==> src/design/c2ut_pkg.sv <==
// Shared constants and types of the counter-to-unix-time converter.
package c2ut_pkg;

  localparam int unsigned CountW = 64;
  localparam int unsigned FreqW  = 32;
  localparam int unsigned UsecW  = 20;
  localparam int unsigned ProdW  = FreqW + UsecW;
  localparam int unsigned CntW   = $clog2(CountW);
  localparam int unsigned CfgIdxW = 2;

  localparam logic [UsecW-1:0]  UsecPerSec = UsecW'(1000000);
  localparam logic [CountW-1:0] EpochReset = CountW'(64'd1771372800);

  typedef enum logic [CfgIdxW-1:0] {
    REG_BOOT  = 2'd0,
    REG_FREQ  = 2'd1,
    REG_EPOCH = 2'd2
  } cfg_idx_e;

  typedef enum logic [2:0] {
    ST_IDLE,
    ST_DIV_SEC,
    ST_SEC,
    ST_DIV_US,
    ST_FIN
  } state_e;

endpackage

==> src/design/c2ut_if.sv <==
// Valid/ready channel interfaces for counter readings and converted times.
interface c2ut_in_if;
  logic                          valid;
  logic                          ready;
  logic [c2ut_pkg::CountW-1:0]   counter_now;

  modport source (output valid, output counter_now, input ready);
  modport sink   (input valid, input counter_now, output ready);
endinterface

interface c2ut_out_if;
  logic                          valid;
  logic                          ready;
  logic [c2ut_pkg::CountW-1:0]   timestamp;
  logic [c2ut_pkg::CountW-1:0]   unix_seconds;
  logic [c2ut_pkg::UsecW-1:0]    micro_seconds;
  logic                          updated;

  modport source (output valid, output timestamp, output unix_seconds,
                  output micro_seconds, output updated, input ready);
  modport sink   (input valid, input timestamp, input unix_seconds,
                  input micro_seconds, input updated, output ready);
endinterface

==> src/design/counter_to_unix_time.sv <==
// Top level of the counter-to-unix-time converter.

// Converts a 64-bit free-running counter reading into unix seconds and
// microseconds. Each transaction on the input channel yields exactly one
// transaction on the output channel: the reading is echoed as timestamp,
// unix_seconds is epoch_seconds + (reading - boot_count) / tick_frequency
// (both wrapping modulo 2^64), and micro_seconds is the remainder scaled by
// one million and divided by tick_frequency again. With tick_frequency at
// zero no conversion is made: the last converted time is returned with
// updated low. One item at a time is processed. A single restoring divider,
// one quotient bit per cycle, runs 64 steps for the seconds and 64 steps for
// the microseconds, with one step for the seconds add and remainder scaling
// between them and one step to load the result register. The result sits in
// an output register, so the next transaction is accepted while the previous
// result still waits to be taken. Configuration registers (0 boot_count, 1
// tick_frequency, 2 epoch_seconds) are written through cfg_we_i/cfg_idx_i/
// cfg_data_i; the user must write them only while the block is idle, which
// the block itself does not enforce. Index 3 is ignored.
module counter_to_unix_time (
  input  logic                              clk_i,
  input  logic                              rst_ni,
  c2ut_in_if.sink                           in_if,
  c2ut_out_if.source                        out_if,
  input  logic                              cfg_we_i,
  input  logic [c2ut_pkg::CfgIdxW-1:0]      cfg_idx_i,
  input  logic [c2ut_pkg::CountW-1:0]       cfg_data_i
);

  // Configuration registers
  logic [c2ut_pkg::CountW-1:0] boot_q, epoch_q;
  logic [c2ut_pkg::FreqW-1:0]  freq_q;

  // Held time state
  logic [c2ut_pkg::CountW-1:0] held_sec_q, held_sec_d;
  logic [c2ut_pkg::UsecW-1:0]  held_us_q, held_us_d;

  // Divider datapath: num_q carries the dividend in and the quotient out
  logic [c2ut_pkg::CountW-1:0] num_q, num_d;
  logic [c2ut_pkg::FreqW-1:0]  rem_q, rem_d;
  logic [c2ut_pkg::CntW-1:0]   cnt_q, cnt_d;
  logic [c2ut_pkg::CountW-1:0] ts_q, ts_d;
  logic                        upd_q, upd_d;

  // Output register
  logic                        out_vld_q, out_vld_d;
  logic [c2ut_pkg::CountW-1:0] out_ts_q, out_sec_q;
  logic [c2ut_pkg::UsecW-1:0]  out_us_q;
  logic                        out_upd_q;

  c2ut_pkg::state_e state_q, state_d;

  // Control strobes
  logic in_acc, div_step, div_last, sec_step, load_out;

  // Divider step signals
  logic [c2ut_pkg::FreqW:0]    shl;
  logic [c2ut_pkg::FreqW:0]    diff;
  logic                        ge;
  logic [c2ut_pkg::ProdW-1:0]  prod;

  // Configuration writes
  always_ff @(posedge clk_i or negedge rst_ni) begin
    if (!rst_ni) begin
      boot_q  <= '0;
      freq_q  <= '0;
      epoch_q <= c2ut_pkg::EpochReset;
    end else if (cfg_we_i) begin
      case (cfg_idx_i)
        c2ut_pkg::REG_BOOT:  boot_q  <= cfg_data_i;
        c2ut_pkg::REG_FREQ:  freq_q  <= cfg_data_i[c2ut_pkg::FreqW-1:0];
        c2ut_pkg::REG_EPOCH: epoch_q <= cfg_data_i;
        default: ;  // drop writes beyond the register list
      endcase
    end
  end

  // Next state
  always_comb begin
    state_d = state_q;
    case (state_q)
      c2ut_pkg::ST_IDLE: begin
        if (in_if.valid) begin
          state_d = (freq_q != '0) ? c2ut_pkg::ST_DIV_SEC : c2ut_pkg::ST_FIN;
        end
      end
      c2ut_pkg::ST_DIV_SEC: begin
        if (cnt_q == '1) state_d = c2ut_pkg::ST_SEC;
      end
      c2ut_pkg::ST_SEC:     state_d = c2ut_pkg::ST_DIV_US;
      c2ut_pkg::ST_DIV_US: begin
        if (cnt_q == '1) state_d = c2ut_pkg::ST_FIN;
      end
      c2ut_pkg::ST_FIN: begin
        if (!out_vld_q || out_if.ready) state_d = c2ut_pkg::ST_IDLE;
      end
      default:              state_d = c2ut_pkg::ST_IDLE;
    endcase
  end

  // State outputs
  always_comb begin
    in_if.ready = 1'b0;
    div_step    = 1'b0;
    sec_step    = 1'b0;
    load_out    = 1'b0;
    case (state_q)
      c2ut_pkg::ST_IDLE:    in_if.ready = 1'b1;
      c2ut_pkg::ST_DIV_SEC: div_step    = 1'b1;
      c2ut_pkg::ST_SEC:     sec_step    = 1'b1;
      c2ut_pkg::ST_DIV_US:  div_step    = 1'b1;
      c2ut_pkg::ST_FIN:     load_out    = !out_vld_q || out_if.ready;
      default: ;
    endcase
  end

  assign in_acc   = in_if.valid && in_if.ready;
  assign div_last = (state_q == c2ut_pkg::ST_DIV_US) && (cnt_q == '1);

  // One restoring division step: shift in the next dividend bit, subtract
  // the divisor where it fits
  assign shl  = {rem_q, num_q[c2ut_pkg::CountW-1]};
  assign diff = shl - {1'b0, freq_q};
  assign ge   = shl >= {1'b0, freq_q};
  // Remainder is below 2^32, so the scaled value fits in 52 bits
  assign prod = c2ut_pkg::ProdW'(rem_q) * c2ut_pkg::ProdW'(c2ut_pkg::UsecPerSec);

  // Datapath next values
  always_comb begin
    num_d      = num_q;
    rem_d      = rem_q;
    cnt_d      = cnt_q;
    ts_d       = ts_q;
    upd_d      = upd_q;
    held_sec_d = held_sec_q;
    held_us_d  = held_us_q;
    if (in_acc) begin
      ts_d  = in_if.counter_now;
      num_d = in_if.counter_now - boot_q;
      rem_d = '0;
      cnt_d = '0;
      upd_d = (freq_q != '0);
    end
    if (div_step) begin
      rem_d = ge ? diff[c2ut_pkg::FreqW-1:0] : shl[c2ut_pkg::FreqW-1:0];
      num_d = {num_q[c2ut_pkg::CountW-2:0], ge};
      cnt_d = cnt_q + 1'b1;
    end
    if (sec_step) begin
      held_sec_d = epoch_q + num_q;
      num_d      = c2ut_pkg::CountW'(prod);
      rem_d      = '0;
    end
    // Quotient is below one million, so its low bits are the whole value
    if (div_last) held_us_d = num_d[c2ut_pkg::UsecW-1:0];
  end

  assign out_vld_d = load_out ? 1'b1 : (out_if.ready ? 1'b0 : out_vld_q);

  always_ff @(posedge clk_i or negedge rst_ni) begin
    if (!rst_ni) begin
      state_q    <= c2ut_pkg::ST_IDLE;
      cnt_q      <= '0;
      upd_q      <= 1'b0;
      out_vld_q  <= 1'b0;
      held_sec_q <= c2ut_pkg::EpochReset;
      held_us_q  <= '0;
    end else begin
      state_q    <= state_d;
      cnt_q      <= cnt_d;
      upd_q      <= upd_d;
      out_vld_q  <= out_vld_d;
      held_sec_q <= held_sec_d;
      held_us_q  <= held_us_d;
    end
  end

  always_ff @(posedge clk_i) begin
    num_q <= num_d;
    rem_q <= rem_d;
    ts_q  <= ts_d;
    if (load_out) begin
      out_ts_q  <= ts_q;
      out_sec_q <= held_sec_q;
      out_us_q  <= held_us_q;
      out_upd_q <= upd_q;
    end
  end

  assign out_if.valid         = out_vld_q;
  assign out_if.timestamp     = out_ts_q;
  assign out_if.unix_seconds  = out_sec_q;
  assign out_if.micro_seconds = out_us_q;
  assign out_if.updated       = out_upd_q;

`ifndef SYNTHESIS
  // Held microseconds never reach a full second
  a_us_range: assert property (@(posedge clk_i) disable iff (!rst_ni)
    held_us_q < c2ut_pkg::UsecPerSec)
    else $error("held microseconds out of range");

  // The divider remainder stays below the divisor once the seconds are done
  a_rem_below: assert property (@(posedge clk_i) disable iff (!rst_ni)
    state_q == c2ut_pkg::ST_SEC |-> rem_q < freq_q)
    else $error("division remainder not below frequency");

  // A transaction with conversion disabled skips straight to the result
  a_zero_freq: assert property (@(posedge clk_i) disable iff (!rst_ni)
    in_acc && freq_q == '0 |=> state_q == c2ut_pkg::ST_FIN && !upd_q)
    else $error("zero frequency did not bypass the divider");

  // Held seconds change only in the seconds add step
  a_sec_hold: assert property (@(posedge clk_i) disable iff (!rst_ni)
    state_q != c2ut_pkg::ST_SEC |=> $stable(held_sec_q))
    else $error("held seconds changed outside the add step");
`endif

endmodule

==> src/flat_wrapper.sv <==
// flat-port wrapper written by rule: the top's interface ports become plain ports
module counter_to_unix_time_flat 
  (clk_i, rst_ni, cfg_we_i, cfg_idx_i, cfg_data_i, in_if_valid, in_if_counter_now, in_if_ready, out_if_valid, out_if_timestamp, out_if_unix_seconds, out_if_micro_seconds, out_if_updated, out_if_ready);
  c2ut_in_if in_if_i ();
  c2ut_out_if out_if_i ();
  input  logic clk_i;
  input  logic rst_ni;
  input  logic cfg_we_i;
  input  logic [c2ut_pkg::CfgIdxW-1:0] cfg_idx_i;
  input  logic [c2ut_pkg::CountW-1:0] cfg_data_i;
  input wire logic [$bits(in_if_i.valid)-1:0] in_if_valid;
  input wire logic [$bits(in_if_i.counter_now)-1:0] in_if_counter_now;
  output wire logic [$bits(in_if_i.ready)-1:0] in_if_ready;
  output wire logic [$bits(out_if_i.valid)-1:0] out_if_valid;
  output wire logic [$bits(out_if_i.timestamp)-1:0] out_if_timestamp;
  output wire logic [$bits(out_if_i.unix_seconds)-1:0] out_if_unix_seconds;
  output wire logic [$bits(out_if_i.micro_seconds)-1:0] out_if_micro_seconds;
  output wire logic [$bits(out_if_i.updated)-1:0] out_if_updated;
  input wire logic [$bits(out_if_i.ready)-1:0] out_if_ready;
  assign in_if_i.valid = in_if_valid;
  assign in_if_i.counter_now = in_if_counter_now;
  assign in_if_ready = in_if_i.ready;
  assign out_if_valid = out_if_i.valid;
  assign out_if_timestamp = out_if_i.timestamp;
  assign out_if_unix_seconds = out_if_i.unix_seconds;
  assign out_if_micro_seconds = out_if_i.micro_seconds;
  assign out_if_updated = out_if_i.updated;
  assign out_if_i.ready = out_if_ready;
  counter_to_unix_time u_core (.clk_i(clk_i), .rst_ni(rst_ni), .in_if(in_if_i), .out_if(out_if_i), .cfg_we_i(cfg_we_i), .cfg_idx_i(cfg_idx_i), .cfg_data_i(cfg_data_i));
endmodule
==> config.mk <==
export PLATFORM = sky130hd
export DESIGN_NAME = counter_to_unix_time_flat
export DESIGN_NICKNAME = d
export VERILOG_FILES = /design/src/design/c2ut_pkg.sv /design/src/design/c2ut_if.sv /design/src/design/counter_to_unix_time.sv /design/src/flat_wrapper.sv
export SDC_FILE = /design/constraint.sdc
export NUM_CORES = 1
export LEC_CHECK = 0
export ABC_AREA = 1
export BUFFER_PORTS_ARGS = -buffer_cell sky130_fd_sc_hd__buf_2
export CORE_MARGIN = 2
export CORE_UTILIZATION = 48
export CTS_BUF_LIST = sky130_fd_sc_hd__clkbuf_16
export CTS_CLUSTER_SIZE = 20
export DETAILED_ROUTE_END_ITERATION = 16
export HOLD_SLACK_MARGIN = 0.06
export PLACE_DENSITY = 0.65
export SYNTH_ARGS = -nofsm -noshare
export SYNTH_HDL_FRONTEND = slang
export SYNTH_SLANG_ARGS = --single-unit
==> constraint.sdc <==
create_clock -name clk_i -period 12.8 [get_ports clk_i]
set_clock_uncertainty 0.15 [all_clocks]
set_input_delay 2.56 -clock clk_i [delete_from_list [all_inputs] [get_ports clk_i]]
set_output_delay 2.56 -clock clk_i [all_outputs]
set_load 0.005 [all_outputs]
## Word level (Yosys, flattened, before mapping)

Index checks and enable logic that the tools add are counted.

- Add/sub/neg operators: 4
- Multiply operators: 1
- Magnitude comparators: 1
- Equality and inequality tests: 11
- Muxes and demuxes: 20
- Reduce and logical (&&, ||, !) cells: 15

Operators by type and width:

| operator | number |
|---|---|
| 2-to-1 mux 64 bit | 2 |
| 2-to-1 mux 32 bit | 3 |
| adder 64 bit | 1 |
| subtractor 64 bit | 1 |
| 2-to-1 mux 52 bit | 1 |
| multiplier 32 x 14 -> 46 bit, second input constant | 1 |
| greater-or-equal comparator 33 x 32 -> 1 bit | 1 |
| nonzero test 32 bit | 1 |
| subtractor 32 bit | 1 |
| 2-to-1 mux 3 bit | 5 |
| one-hot mux 3 bit (5 select lines) | 1 |
| 2-to-1 mux 6 bit | 2 |
| adder 6 x 1 -> 6 bit, second input constant | 1 |
| == test 3 x 2 -> 1 bit, second input constant | 2 |
| == test 6 bit, second input constant | 1 |
| 2-to-1 mux 1 bit | 6 |
| != test 2 x 1 -> 1 bit, second input constant | 3 |
| AND reduction 2 bit | 3 |
| AND reduction 4 bit | 1 |
| nonzero test 2 bit | 2 |
| == test 3 x 1 -> 1 bit, second input constant | 1 |
| == test 3 bit, second input constant | 1 |
| logical NOT 3 bit | 1 |
| nonzero test 3 bit | 1 |
| other kinds (8) | 9 |

- Bits in registers: 564
- Bits of input ports: 135
- Output and inout port bits: 151
- Logic and storage cells: 70

## Depth between registers and ports, before layout

- Depth in word-level cells: 6
- Gate-level depth with buffers: 24
- Gate-level depth less buffers: 24

## Worst setup path after synthesis

Ideal clock, no wire load.

- Kind: in2reg
- Start: input port out_if_ready
- End: register u_core.out_us_q, in the netlist u_core.out_if.micro_seconds[0], enable pin
- Data arrival time: 8.763 ns
- Data required time: 11.991 ns
- Slack: 3.228 ns
- Cell stages on the path: 2
- Buffers on the path: 0
- Path through: nor2_1 nor2_1

- Longest elaborated chain between the ends: 2

Ends and longest elaborated chain:

| item | line | RTL |
|---|---|---|
| from (decl) | flat_wrapper.sv:19 | `input wire logic [$bits(out_if_i.ready)-1:0] out_if_ready;` |
| logical OR 1 bit | counter_to_unix_time.sv:111 | `c2ut_pkg::ST_FIN: load_out = !out_vld_q \|\| out_if.ready;` |
| 2-to-1 mux 1 bit | counter_to_unix_time.sv:106 | `case (state_q)` |
| net u_core.load_out | counter_to_unix_time.sv:53 | `logic in_acc, div_step, div_last, sec_step, load_out;` |
| to (signal assigned) | counter_to_unix_time.sv:184 | `out_us_q <= held_us_q;` |
| to (decl) | counter_to_unix_time.sv:47 | `logic [c2ut_pkg::UsecW-1:0] out_us_q;` |

The timed path passes the listed nets, and every way through them passes these cells.
A chain may end at the register's enable or synchronous reset.

## Worst setup path after layout

- Start: register u_core.rem_q[2] in the netlist's numbering
- End: register u_core.num_q[39] in the netlist's numbering, data pin

- Longest elaborated chain between the ends: 2

Ends and longest elaborated chain:

| item | line | RTL |
|---|---|---|
| from (decl) | counter_to_unix_time.sv:39 | `logic [c2ut_pkg::FreqW-1:0] rem_q, rem_d;` |
| from (signal assigned) | counter_to_unix_time.sv:179 | `rem_q <= rem_d;` |
| multiplier 32 x 14 -> 46 bit | counter_to_unix_time.sv:125 | `assign prod = c2ut_pkg::ProdW'(rem_q) * c2ut_pkg::ProdW'(c2ut_pkg::UsecPerSec);` |
| 2-to-1 mux 52 bit | counter_to_unix_time.sv:148 | `if (sec_step) begin` |
| net u_core.num_d (one bit) | counter_to_unix_time.sv:38 | `logic [c2ut_pkg::CountW-1:0] num_q, num_d;` |
| to (signal assigned) | counter_to_unix_time.sv:178 | `num_q <= num_d;` |
| to (decl) | counter_to_unix_time.sv:38 |  |

The timed path passes the listed nets, and every way through them passes these cells.

==> impl_results.md <==
* Max Fclk at roughly 160 MHz
* Avg Vias per Cell at 5.32
* Post-detail-place hpwl at 123000 um
* Crit-path max FO at 8
* Slew @ Worst Pin at 1.13 ns
* Die Area at around 89000 um^2
* CTS Buf Count at 66
* Area share of the largest cell type after synthesis at 0.177
* Setup bufs post-CTS at 0
* Vias in the first global route at 35900
* Final period util at 0.498
* CP Class: flip-flop to flip-flop
* Mean Syn Cell Area at about 7.3 um^2
* Worst skew pair latency at about 0.66 ns
* Largest net degree at the start of global routing at 99
* Most used DFF post-synth: edfxtp_1
* Pins Over Slew Limit at 0
* Worst Path Arrival at 6.61 ns
* Synth top area cells: edfxtp_1 (18%), nand2_1 (16%), dfrtp_1 (14%), inv_1 (9.8%), ha_1 (9.4%)
* WP data required at around 13 ns
* Core area at roughly 85000 um^2
* Slowest stage delay, CP at around 0.61 ns
* Status: finished, final reports clean
* Critical path capture point type: flip-flop
* Reg2Reg Capture Point: u_core.num_q[39]$_DFFE_PP_
* Startpoint Class: flip-flop
* Maximum level of the CTS H-tree at 3
* Max-cap violation count at 0
* Top cell type by total area after synthesis: edfxtp_1
* Root Driver: clkbuf_16
* Sequential area share after synthesis at 0.362
* Min-delay src: u_core.ts_q[35]$_DFFE_PP_
* Wire length per cell at about 21 um
* Final ANT Viol Nets at 0
* Setup slack, reg-to-reg at 6.43 ns
* Total wire length at approximately 150000 um
* Crit-path slowest cell: fa_1
* Synth Register Bits at between 500 and 600
* Share of cells above drive strength 1 at 0.0797
* CP Launch Point: u_core.rem_q[2]$_SDFFE_PP0P_
* Unrepaired setup endpoints after global routing: no
* Cells after Synth at 5655
* Most frequent cells in the layout: nand2_1 (1802), inv_1 (1107), nor2_1 (372)
* Sink Count at roughly 560
* Netlist Area Pre-Place at between 40000 and 50000 um^2
* Area Growth Syn to Fin at 11.6%
* Commonest non-fill, non-tap cell in the layout: nand2_1
* Unique masters post-synth at between 50 and 60
* 1st-iter DRT viols at roughly 4000
* Worst Hold Class: flip-flop to flip-flop
* Sum Neg Setup Slack at 0 ns
* Tmin final at around 6.4 ns
* Initial antenna violation count at 16
* Clk buf depth at 3
* Rows at between 100 and 150
* Final net count at between 6000 and 7000
* GRT Resource Usage Total at 0.339
* Post-CTS Hold Buffers at 0
* RePlAce Congestion at roughly 1.0
* Largest delay share family, worst path: adder cells
* Final setup viols at 0
* Endpoint, Worst Hold: u_core.out_if.timestamp[35]$_DFFE_PP_
* Vias at approximately 38000
* 1st-pass router iterations at 6
* Synth Warn # at 0
* Final Hold Viols at 0
* Async set-reset flop share out of synthesis at 0.452
* Cells along the critical path: inv_1 -> fa_1 -> inv_1 -> fa_1 -> fa_1 -> fa_1 -> ha_1 -> inv_1 -> fa_1 -> inv_1 -> ha_1 -> nand2_1 -> nor2_1 -> nand2_1 -> o21ai_1 -> nand2_1 -> nand2_1 -> nand2_1 -> nand3_1 -> nand3_1
* Worst reg2reg path startpoint: u_core.rem_q[2]$_SDFFE_PP0P_
* Chip Width at slightly below 300 um
* Reg clk slew, reported paths at roughly 0.060 ns
* Hold Crit Depth at 0
* Post-synth EDFFs at between 200 and 250
* Relative slew slack at 0.244
* Post-CTS resize count at 0
* Drt drc at 0
* CP bufs+invs at 4
* Worst r2r path cells at 20
* Synthesized Nets at between 6000 and 7000
* First-pass GRT wire length at around 230000 um
* Gr ovfl total at 0
* Die H at 298 um
* # IOs at between 200 and 300
* Starting Density at 0.486
* Port bufs at around 290
* TritonCTS clock tree: done
-- final cells by class --
type / count / area (um^2)
Clock buffer: 67 / 1680
Tap cell: 1144 / 1430
Inverter: 1089 / 4090
Clock inverter: 55 / 479
Antenna cell: 7 / 17.5
Fill cell: 8684 / 39100
Sequential cell: 564 / 15000
Multi-Input combinational cell: 3902 / 22000
Timing Repair Buffer: 308 / 1610
-- kinds of logic after synthesis --
| logic type | after synthesis | share of synthesized area |
|---|---|---|
| adder cells (fa/ha/maj) | 450 | 0.161 |
| XOR/XNOR | 66 | 0.0139 |
| AND/OR/NAND/NOR | 2713 | 0.269 |
| buffers and inverters | 1189 | 0.109 |
| flip-flops | 564 | 0.362 |
| AO/OA/AOI/OAI | 673 | 0.0852 |
-- flip-flops by register name, indices dropped and copies added (netlist names) --
| signal | count |
|---|---|
| u_core.boot_q | 64 |
| u_core.cnt_q | 6 |
| u_core.epoch_q | 64 |
| u_core.freq_q | 32 |
| u_core.held_sec_q | 64 |
| u_core.held_us_q | 20 |
| u_core.num_q | 64 |
| u_core.out_if.micro_seconds | 20 |
| u_core.out_if.timestamp | 64 |
| u_core.out_if.unix_seconds | 64 |
| u_core.out_if.updated | 1 |
| u_core.out_if.valid | 1 |
| u_core.rem_q | 32 |
| u_core.state_q | 3 |
| u_core.ts_q | 64 |
| u_core.upd_q | 1 |
-- per-layer routing --
layer	up-vias	part of all wire	global-route usage	wire length (um)
met5	-	0.00036	0	54
met4	8	0.029	0.0998	4340
met3	177	0.089	0.0740	13400
met2	1448	0.41	0.497	62500
met1	18000	0.47	0.500	70500
li1	18300	-	-	-
-- cells in the mapped netlist, drive strengths merged, types with 3 or more instances --
library cell and count:
nand2 1813, inv 1088, nor2 381, nand3 335, o21ai 335, ha 312, a21oi 273, edfxtp 245
dfrtp 237, fa 138, dfxtp 64, nand4 61, clkbuf 57, buf 43, nor3 42, nand3b 36
xnor2 36, xor2 30, o21bai 24, or2 23, dfstp 18, o22ai 14, nor4 12, and2 10
a21boi 6, o211ai 5, o21a 5, a21o 3
-- stage by stage --
| stage | area, um^2 | std cells | worst slack [ns] | hold slack [ns] | utilization |
|---|---|---|---|---|---|
| 5_1_grt | 46300 | 7129 | 6.17 | 0.255 | 0.542 |
| 3_5_place_dp | 44200 | 7007 | 6.52 | 0.255 | 0.517 |
| 6_report | 46300 | 7136 | 6.43 | 0.245 | 0.542 |
| 4_1_cts | 46300 | 7129 | 6.49 | 0.242 | 0.542 |
| 2_1_floorplan | 41500 | 5655 | 3.23 | 0.250 | - |
| 3_3_place_gp | 44200 | 7007 | 6.42 | 0.250 | 0.517 |
-- how the worst max path moves through the flow --
stage                                          endpoint  slack, ns  cells past startpoint
2_1_floorplan  u_core.out_if.micro_seconds[0]$_DFFE_PP_       3.23                      2
3_3_place_gp                 u_core.num_q[39]$_DFFE_PP_       6.42                     20
3_5_place_dp                 u_core.num_q[39]$_DFFE_PP_       6.52                     20
4_1_cts                      u_core.num_q[39]$_DFFE_PP_       6.49                     20
5_1_grt                      u_core.num_q[39]$_DFFE_PP_       6.17                     20
6_report                     u_core.num_q[39]$_DFFE_PP_       6.43                     20
Power is left out: the tool's default activity adds up to more than one toggle a clock period on the data nets, which glitch-free logic cannot reach.
